==> src/rtl/sfp_pkg.sv <==
// ----------------------------------------------------------------------------
// sfp_pkg
// Shared types and constants for the serial frame parser: frame phases,
// status codes and the result record passed to the output buffer.
// ----------------------------------------------------------------------------
package sfp_pkg;

   // frame layout constants
   localparam logic [7:0] START_BYTE  = 8'hAA;
   localparam int         MAX_PAYLOAD = 16;
   localparam int         STORE_DEPTH = 16;
   localparam int         INDEX_W     = $clog2(STORE_DEPTH);
   localparam int         LEN_W       = 5;
   localparam int         HALF_BYTES  = 8;

   // parser phase
   typedef enum logic [2:0] {
      PH_WAIT = 3'd0,
      PH_CMD  = 3'd1,
      PH_LEN  = 3'd2,
      PH_DATA = 3'd3,
      PH_SUM  = 3'd4
   } phase_type;

   // reported status per byte
   typedef enum logic [2:0] {
      ST_BUSY    = 3'd0,
      ST_OK      = 3'd1,
      ST_SUM_ERR = 3'd2,
      ST_TIMEOUT = 3'd3,
      ST_LEN_ERR = 3'd4
   } status_type;

   // one result record
   typedef struct packed {
      status_type        status;
      logic [7:0]        command;
      logic [LEN_W-1:0]  frame_len;
      logic [63:0]       payload_low;
      logic [63:0]       payload_high;
   } rsp_type;

endpackage

==> src/rtl/sfp_core.sv <==
// ----------------------------------------------------------------------------
// sfp_core
// Frame state machine: hunts for the start byte, collects command, length,
// payload and checksum, checks the inter-byte gap, and forms one result for
// every transferred byte.
// ----------------------------------------------------------------------------
module sfp_core (
   input  logic                clock,
   input  logic                reset,
   input  logic                csr_wr_en,
   input  logic [31:0]         csr_wr_data,
   input  logic                accept,
   input  logic [7:0]          rx_byte,
   input  logic [31:0]         arrival_time,
   output sfp_pkg::rsp_type    result
);

   sfp_pkg::phase_type                   phase_ff, phase_in;
   logic [7:0]                           command_ff, command_in;
   logic [sfp_pkg::LEN_W-1:0]            length_ff, length_in;
   logic [sfp_pkg::LEN_W-1:0]            index_ff, index_in;
   logic [7:0]                           xor_ff, xor_in;
   logic [31:0]                          last_time_ff, last_time_in;
   logic [31:0]                          gap_timeout_ff;
   logic [7:0]                           store_ff [sfp_pkg::STORE_DEPTH];
   logic [7:0]                           store_in [sfp_pkg::STORE_DEPTH];
   logic [sfp_pkg::LEN_W-1:0]            index_inc;
   logic [31:0]                          gap;
   logic                                 timed_out;
   logic                                 restart;
   logic                                 store_wr;
   logic [8*sfp_pkg::STORE_DEPTH-1:0]    packed_payload;

   // gap since the last frame byte, modulo 2^32
   assign gap       = arrival_time - last_time_ff;
   assign timed_out = (gap_timeout_ff != 32'd0) && (phase_ff != sfp_pkg::PH_WAIT)
                      && (gap > gap_timeout_ff);
   assign index_inc = index_ff + 1'b1;

   // payload packing, bytes at or past the length read zero
   always_comb begin
      for (int k = 0; k < sfp_pkg::STORE_DEPTH; k++) begin
         if (sfp_pkg::LEN_W'(k) < length_ff) begin
            packed_payload[8*k +: 8] = store_ff[k];
         end else begin
            packed_payload[8*k +: 8] = 8'd0;
         end
      end
   end

   // next state and result
   always_comb begin
      phase_in     = phase_ff;
      command_in   = command_ff;
      length_in    = length_ff;
      index_in     = index_ff;
      xor_in       = xor_ff;
      last_time_in = last_time_ff;
      restart      = 1'b0;
      store_wr     = 1'b0;
      result       = '0;
      result.status = sfp_pkg::ST_BUSY;

      if (timed_out) begin
         restart       = 1'b1;
         result.status = sfp_pkg::ST_TIMEOUT;
      end else begin
         case (phase_ff)
            sfp_pkg::PH_WAIT: begin
            end
            sfp_pkg::PH_CMD: begin
               command_in   = rx_byte;
               xor_in       = rx_byte;
               phase_in     = sfp_pkg::PH_LEN;
               last_time_in = arrival_time;
            end
            sfp_pkg::PH_LEN: begin
               xor_in   = xor_ff ^ rx_byte;
               index_in = '0;
               if (rx_byte > 8'(sfp_pkg::MAX_PAYLOAD)) begin
                  restart       = 1'b1;
                  result.status = sfp_pkg::ST_LEN_ERR;
               end else begin
                  length_in    = rx_byte[sfp_pkg::LEN_W-1:0];
                  phase_in     = (rx_byte == 8'd0) ? sfp_pkg::PH_SUM : sfp_pkg::PH_DATA;
                  last_time_in = arrival_time;
               end
            end
            sfp_pkg::PH_DATA: begin
               store_wr     = 1'b1;
               xor_in       = xor_ff ^ rx_byte;
               index_in     = index_inc;
               if (index_inc >= length_ff) begin
                  phase_in = sfp_pkg::PH_SUM;
               end
               last_time_in = arrival_time;
            end
            sfp_pkg::PH_SUM: begin
               last_time_in = arrival_time;
               restart      = 1'b1;
               if (rx_byte == xor_ff) begin
                  result.status       = sfp_pkg::ST_OK;
                  result.command      = command_ff;
                  result.frame_len    = length_ff;
                  result.payload_low  = packed_payload[63:0];
                  result.payload_high = packed_payload[127:64];
               end else begin
                  result.status = sfp_pkg::ST_SUM_ERR;
               end
            end
            default: begin
               restart = 1'b1;
            end
         endcase
      end

      // parser restart clears the frame context
      if (restart) begin
         phase_in   = sfp_pkg::PH_WAIT;
         command_in = '0;
         length_in  = '0;
         index_in   = '0;
         xor_in     = '0;
      end

      // a waiting parser (or one just timed out) treats the byte as a start candidate
      if ((timed_out || phase_ff == sfp_pkg::PH_WAIT) && rx_byte == sfp_pkg::START_BYTE) begin
         phase_in     = sfp_pkg::PH_CMD;
         last_time_in = arrival_time;
      end
   end

   // payload store next value
   always_comb begin
      for (int k = 0; k < sfp_pkg::STORE_DEPTH; k++) begin
         if (restart) begin
            store_in[k] = 8'd0;
         end else if (store_wr && index_ff[sfp_pkg::INDEX_W-1:0] == sfp_pkg::INDEX_W'(k)) begin
            store_in[k] = rx_byte;
         end else begin
            store_in[k] = store_ff[k];
         end
      end
   end

   // parser state registers
   always_ff @(posedge clock) begin
      if (reset) begin
         phase_ff     <= sfp_pkg::PH_WAIT;
         command_ff   <= '0;
         length_ff    <= '0;
         index_ff     <= '0;
         xor_ff       <= '0;
         last_time_ff <= '0;
         for (int k = 0; k < sfp_pkg::STORE_DEPTH; k++) begin
            store_ff[k] <= 8'd0;
         end
      end else if (accept) begin
         phase_ff     <= phase_in;
         command_ff   <= command_in;
         length_ff    <= length_in;
         index_ff     <= index_in;
         xor_ff       <= xor_in;
         last_time_ff <= last_time_in;
         store_ff     <= store_in;
      end
   end

   // gap timeout register
   always_ff @(posedge clock) begin
      if (reset) begin
         gap_timeout_ff <= '0;
      end else if (csr_wr_en) begin
         gap_timeout_ff <= csr_wr_data;
      end
   end

endmodule

==> src/rtl/sfp_out_buf.sv <==
// ----------------------------------------------------------------------------
// sfp_out_buf
// Two-entry output buffer: a result register plus a skid register, so the
// upstream stall comes straight from a flop and results keep flowing.
// ----------------------------------------------------------------------------
module sfp_out_buf (
   input  logic                clock,
   input  logic                reset,
   input  logic                push,
   input  sfp_pkg::rsp_type    push_data,
   output logic                full,
   output logic                out_valid,
   input  logic                out_stall,
   output sfp_pkg::rsp_type    out_data
);

   logic              main_valid_ff, main_valid_in;
   logic              skid_valid_ff, skid_valid_in;
   sfp_pkg::rsp_type  main_ff, main_in;
   sfp_pkg::rsp_type  skid_ff, skid_in;
   logic              take;

   assign take      = main_valid_ff && !out_stall;
   assign full      = skid_valid_ff;
   assign out_valid = main_valid_ff;
   assign out_data  = main_ff;

   // buffer control
   always_comb begin
      main_valid_in = main_valid_ff;
      skid_valid_in = skid_valid_ff;
      main_in       = main_ff;
      skid_in       = skid_ff;
      if (skid_valid_ff) begin
         if (take) begin
            main_in       = skid_ff;
            skid_valid_in = 1'b0;
         end
      end else if (push) begin
         if (!main_valid_ff || take) begin
            main_in       = push_data;
            main_valid_in = 1'b1;
         end else begin
            skid_in       = push_data;
            skid_valid_in = 1'b1;
         end
      end else if (take) begin
         main_valid_in = 1'b0;
      end
   end

   // valid flags
   always_ff @(posedge clock) begin
      if (reset) begin
         main_valid_ff <= 1'b0;
         skid_valid_ff <= 1'b0;
      end else begin
         main_valid_ff <= main_valid_in;
         skid_valid_ff <= skid_valid_in;
      end
   end

   // result payload registers
   always_ff @(posedge clock) begin
      main_ff <= main_in;
      skid_ff <= skid_in;
   end

endmodule

==> src/rtl/serial_frame_parser.sv <==
// ----------------------------------------------------------------------------
// serial_frame_parser
// Byte-serial frame receiver with start byte, command, length, payload and
// XOR checksum, plus an inter-byte gap timeout.
// ----------------------------------------------------------------------------
// Usage:
//   req_* carries one received byte and its millisecond timestamp per transfer
//   (req_valid high, req_stall low). Every byte gives exactly one result on
//   rsp_*: status 0 while idle or mid-frame, otherwise frame ok,
//   checksum error, timeout or length error. On frame ok, command, length and
//   the payload (packed little-end first, zero past the length) are shown.
//   csr_wr_en/csr_wr_data set the gap timeout in ms (0 disables it); write
//   it while no transfer is outstanding.
//   A result is registered in the output buffer when its byte is transferred.
//   Throughput is one byte per cycle while rsp_stall stays low, set by the
//   parser update and the result register.
//   A two-entry output buffer absorbs a stall: req_stall rises only once two
//   results are waiting, and comes from a flop.
//   Synchronous reset clears the parser, the gap timeout and the buffer.
// ----------------------------------------------------------------------------
module serial_frame_parser (
   input  logic         clock,
   input  logic         reset,
   input  logic         csr_wr_en,
   input  logic [31:0]  csr_wr_data,
   input  logic         req_valid,
   output logic         req_stall,
   input  logic [7:0]   req_rx_byte,
   input  logic [31:0]  req_arrival_time,
   output logic         rsp_valid,
   input  logic         rsp_stall,
   output logic [2:0]   rsp_status,
   output logic [7:0]   rsp_command,
   output logic [4:0]   rsp_frame_len,
   output logic [63:0]  rsp_payload_low,
   output logic [63:0]  rsp_payload_high
);

   logic              accept;
   logic              buf_full;
   sfp_pkg::rsp_type  core_result;
   sfp_pkg::rsp_type  out_result;

   // input transfer
   assign req_stall = buf_full;
   assign accept    = req_valid && !buf_full;

   // parser
   sfp_core u_core (
      .clock        (clock),
      .reset        (reset),
      .csr_wr_en    (csr_wr_en),
      .csr_wr_data  (csr_wr_data),
      .accept       (accept),
      .rx_byte      (req_rx_byte),
      .arrival_time (req_arrival_time),
      .result       (core_result)
   );

   // result buffer
   sfp_out_buf u_out_buf (
      .clock     (clock),
      .reset     (reset),
      .push      (accept),
      .push_data (core_result),
      .full      (buf_full),
      .out_valid (rsp_valid),
      .out_stall (rsp_stall),
      .out_data  (out_result)
   );

   // result fields
   assign rsp_status       = out_result.status;
   assign rsp_command      = out_result.command;
   assign rsp_frame_len    = out_result.frame_len;
   assign rsp_payload_low  = out_result.payload_low;
   assign rsp_payload_high = out_result.payload_high;

endmodule
==> config.mk <==
export PLATFORM = sky130hd
export DESIGN_NAME = serial_frame_parser
export DESIGN_NICKNAME = d
export VERILOG_FILES = /design/src/rtl/sfp_pkg.sv /design/src/rtl/sfp_core.sv /design/src/rtl/sfp_out_buf.sv /design/src/rtl/serial_frame_parser.sv
export SDC_FILE = /design/constraint.sdc
export NUM_CORES = 1
export LEC_CHECK = 0
export ABC_AREA = 0
export ABC_CLOCK_PERIOD_IN_PS = 24400
export BUFFER_PORTS_ARGS = -buffer_cell sky130_fd_sc_hd__buf_2
export CAP_MARGIN = 30
export CORE_UTILIZATION = 50
export CTS_CLUSTER_DIAMETER = 150
export DETAILED_ROUTE_END_ITERATION = 16
export HOLD_SLACK_MARGIN = 0.03
export PLACE_DENSITY = 0.67
export SLEW_MARGIN = 20
export SYNTH_ARGS = -nofsm -noshare
export SYNTH_HDL_FRONTEND = slang
export SYNTH_SLANG_ARGS = --single-unit
==> constraint.sdc <==
create_clock -name clock -period 24.4 [get_ports clock]
set_clock_uncertainty 0.1 [all_clocks]
set_input_delay 1.22 -clock clock [delete_from_list [all_inputs] [get_ports clock]]
set_output_delay 1.22 -clock clock [all_outputs]
set_load 0.03 [all_outputs]
==> impl_metrics.py <==
metrics = {
    "run_status": {
        "outcome": "completed",
    },
    "global_routing": {
        "grt_pass1_wl_mm": 83.9,
        "grt_use_total_pct": 22.6,
        "grt_pass1_vias": 15000,
        "grt_overflow": 0,
        "grt_max_degree": 126,
        "antenna_found_initial": 7,
    },
    "worst_setup_path": {
        "critPathBufInv": 2,
        "slowest_delay_ns": 0.54,
        "cp-start-kind": "primary input",
        "critical_path_peak_fanout": 53,
        "cpMaxStageDelayCell": "o31a_4",
        "worstPathCellList": "buf_2 > ha_1 > nor2b_1 > o31a_1 > o31ai_1 > o21ai_0 > a221o_1 > a21oi_1 > o21bai_1 > a21oi_1 > xnor2_1 > ha_1 > a21o_1 > a21o_1 > a21oi_1 > or2_2 > a311oi_2 > o31a_4 > nor3b_4 > buf_4 > and3b_1 > a22o_1",
        "cp_common_cell": "a21oi_1",
        "arrival_ns": 6.75,
        "critPathTopFamily": "compound AO/OA/AOI/OAI gates",
        "crit_type": "in -> reg",
        "endpoint_kind": "flip-flop",
        "required_ns": 24.75,
    },
    "synth": {
        "synth_cells": 2027,
        "syn_avg_cell_area_um2": 11.5,
        "synth_seq_cells": 511,
        "syn_nets": 2177,
        "synth_area_um2": 23300,
        "synth-seq-area-share_pct": 56.4,
        "synth_warnings": 0,
        "async_reset_ff_share_pct": 0,
        "synthDistinctLibCells": 72,
        "synth_flop_cell": "edfxtp_1",
        "synth-edff-count": 288,
    },
    "drt": {
        "drt_pass1_iterations": 5,
        "drt_iter0_drc": 1108,
        "drc": 0,
        "routed.top_layer": "met5",
        "dr_wl_met2_mm": 25.3,
        "ant_nets": 0,
        "vias_per_cell": 5.50,
        "met3_length_mm": 3.15,
        "wire_per_inst_um": 18.9,
        "vias": 15700,
        "routed_wl_mm": 53.8,
        "wl_met1_mm": 23.9,
    },
    "timing": {
        "period_needed_ns": 6.39,
        "fin_crit_sh_pct": 26.2,
        "setup_ws_ns": 18.01,
        "rsz0062_at_grt": "false",
        "tightest_slew_ns": 0.973,
        "fin_setup_tns_ns": 0,
        "drv_slew": 0,
        "setup_viol": 0,
        "fmax_ghz": 0.156,
        "hold_ws_ns": 0.369,
        "slew_headroom_pct": 35.1,
        "hold_viol_final": 0,
    },
    "floorplanning": {
        "rows": 78,
        "die_x_um": 218,
        "floorplan.die.height_um": 218,
        "ioPinCount": 223,
        "dieArea_um2": 47400,
        "core_um2": 45700,
        "start_util_pct": 50.9,
    },
    "clocking": {
        "cts-resized-gates": 0,
        "clk_path_buf_depth": 3,
        "clock-root-buffer": "clkbuf_16",
        "cts_tree": "yes",
        "htreeDepth": 2,
        "clk_pin_slew_ns": 0.06,
        "cts_sinks": 511,
        "worstSkewPairLatency_ns": 0.59,
        "numCtsBuffers": 52,
        "cts_setup_buffers": 0,
        "postCtsHoldBufs": 0,
    },
    "layout": {
        "final_nets": 2359,
        "seq_area_um2": 13100,
        "fillCellCount": 3797,
        "stdcell_area_um2": 26600,
        "multi_input_area_um2": 9340,
        "syn_to_final_growth_pct": 14.3,
        "drive_above_1_share_pct": 21.1,
    },
    "pwr": {
        "internal_power_w": 0.00167,
        "pwr-share-comb_pct": 24.4,
        "sw_frac_of_total_pct": 31.4,
        "p_per_area_nw_per_um2": 91.5,
        "p_seq_share_pct": 42.9,
        "p_switching_w": 0.000765,
        "p_leak_nw": 10.4,
        "ir_drop_mv": 0.0658,
        "clkPwrFrac_pct": 32.7,
    },
    "run": {
        "drv_cap": 0,
    },
    "place": {
        "dpl_cell_area_um2": 24800,
        "globalplace.congestion": 0.840,
        "port_buffers": 222,
        "dp_slack_ns": 17.40,
        "dp_hpwl_mm": 35.8,
    },
    "min_path": {
        "hp-class": "reg -> reg",
    },
}
## per-stage QoR
step           utilization (%)  std cells  power [W]
2_1_floorplan                -       2027    0.00151
3_3_place_gp              54.1       2740    0.00163
3_5_place_dp              54.3       2751    0.00165
4_1_cts                   58.1       2848    0.00245
5_1_grt                   58.2       2852    0.00255
6_report                  58.2       2854    0.00243
## kinds of logic after synthesis
| group | after synthesis | share of synthesized area [%] |
|---|---|---|
| AND/OR/NAND/NOR | 675 | 15.6 |
| XOR/XNOR | 44 | 1.66 |
| flip-flops | 511 | 56.4 |
| buffers and inverters | 205 | 3.74 |
| adder cells (fa/ha/maj) | 73 | 3.96 |
| multiplexers | 219 | 9.98 |
| AO/OA/AOI/OAI | 300 | 8.73 |
## power groups by stage
stage	combinational (W)	clock, W	sequential, W
finish	0.000594	0.000797	0.00104
global route	0.000653	0.000848	0.00105
CTS	0.000591	0.000815	0.00104
detailed placement	0.000589	0	0.00106
global placement	0.000569	0	0.00106
floorplan	0.000421	0	0.00109
## layout by cell type (no fill, tap or decap), types with 7 or more instances in the layout
cell       netlist  final
nand2b_1        93     93
mux2_2         104    104
nor2b_1         12     12
o21a_1           7      7
a21o_1          20     20
dfxtp_1        223    222
o21ai_0        114    114
a22oi_1          8      8
buf_4           14     20
nor3_2          10     10
nor3_1          15     15
nand2_1         71     71
nor2_1         170    170
nand4_1         14     14
clkbuf_16        0     53
ha_1            72     72
nor4_1          12     12
inv_1           79     79
a41oi_2          4      7
buf_2           11    228
and3_1          45     44
mux2i_1        115    115
a21oi_1         39     38
clkbuf_1        84     12
o31ai_1          8      8
clkinv_1         0      9
a41oi_1         15     12
xnor2_1         29     29
nand3_1        104    104
xor2_1          15     15
a22o_1          40     40
and2_1          98     98
edfxtp_1       288    288
## layer usage
metal / track usage [%] / vias to the layer above
met5: 0 / -
met4: 7.61 / 10
met1: 30.5 / 7528
met3: 4.24 / 101
li1: - / 7621
met2: 36.6 / 434
## Yosys cell counts (29+ instances only)
| cell | number | area share, % |
|---|---|---|
| and3_1 | 45 | 1.2 |
| xnor2_1 | 29 | 1.1 |
| edfxtp_1 | 288 | 37 |
| nand2b_1 | 93 | 2.5 |
| a22o_1 | 40 | 1.5 |
| clkbuf_1 | 84 | 1.4 |
| nand2_1 | 71 | 1.1 |
| nor2_1 | 170 | 2.7 |
| o21ai_0 | 114 | 2.5 |
| mux2_2 | 104 | 5.0 |
| and2_1 | 98 | 2.6 |
| inv_1 | 79 | 1.3 |
| nand3_1 | 104 | 2.2 |
| ha_1 | 72 | 3.9 |
| a21oi_1 | 39 | 0.84 |
| mux2i_1 | 115 | 4.9 |
| dfxtp_1 | 223 | 19 |
## worst paths after layout
| kind | start | to | slack [ns] | cells after the start |
|---|---|---|---|---|
| setup / recovery | req_arrival_time[1] | u_out_buf.out_data[11] | 18.01 | 22 |
| hold / removal | u_core.store_ff[120] | u_core.store_ff[120] | 0.37 | 2 |
| setup reg to reg | u_core.last_time_ff[1] | u_out_buf.out_data[11] | 18.39 | 22 |
| hold reg to reg | u_core.store_ff[120] | u_core.store_ff[120] | 0.37 | 2 |
## state kept, by name, summed over array words and instances (netlist names)
name,count
u_out_buf.out_valid,1
u_out_buf.full,1
u_core.xor_ff,8
u_core.store_ff,128
u_out_buf.skid_ff,144
u_core.gap_timeout_ff,32
u_out_buf.out_data,144
u_core.index_ff,5
u_core.command_ff,8
u_core.length_ff,5
u_core.phase_ff,3
u_core.last_time_ff,32
## worst register-to-register path, stage by stage (launching register included)
cell and delay [ns]:
dfxtp_1 0.33, inv_1 0.07, ha_1 0.26, nor2b_1 0.14
o31a_1 0.27, o31ai_1 0.50, o21ai_0 0.28, a221o_1 0.40
a21oi_1 0.27, o21bai_1 0.10, a21oi_1 0.18, xnor2_1 0.14
ha_1 0.26, a21o_1 0.17, a21o_1 0.17, a21oi_1 0.12
or2_2 0.12, a311oi_2 0.14, o31a_4 0.54, nor3b_4 0.25
buf_4 0.42, and3b_1 0.44, a22o_1 0.19
## final cells by class
class                           count  share of cell area (%)
Antenna cell                        2                  0.0188
Tap cell                          600                    2.82
Sequential cell                   511                    49.3
Timing Repair Buffer              253                    5.18
Multi-Input combinational cell   1311                    35.1
Inverter                           80                    1.13
Clock buffer                       67                    5.26
Clock inverter                     30                    1.17
Note: power is estimated with default switching activity, not from simulation.
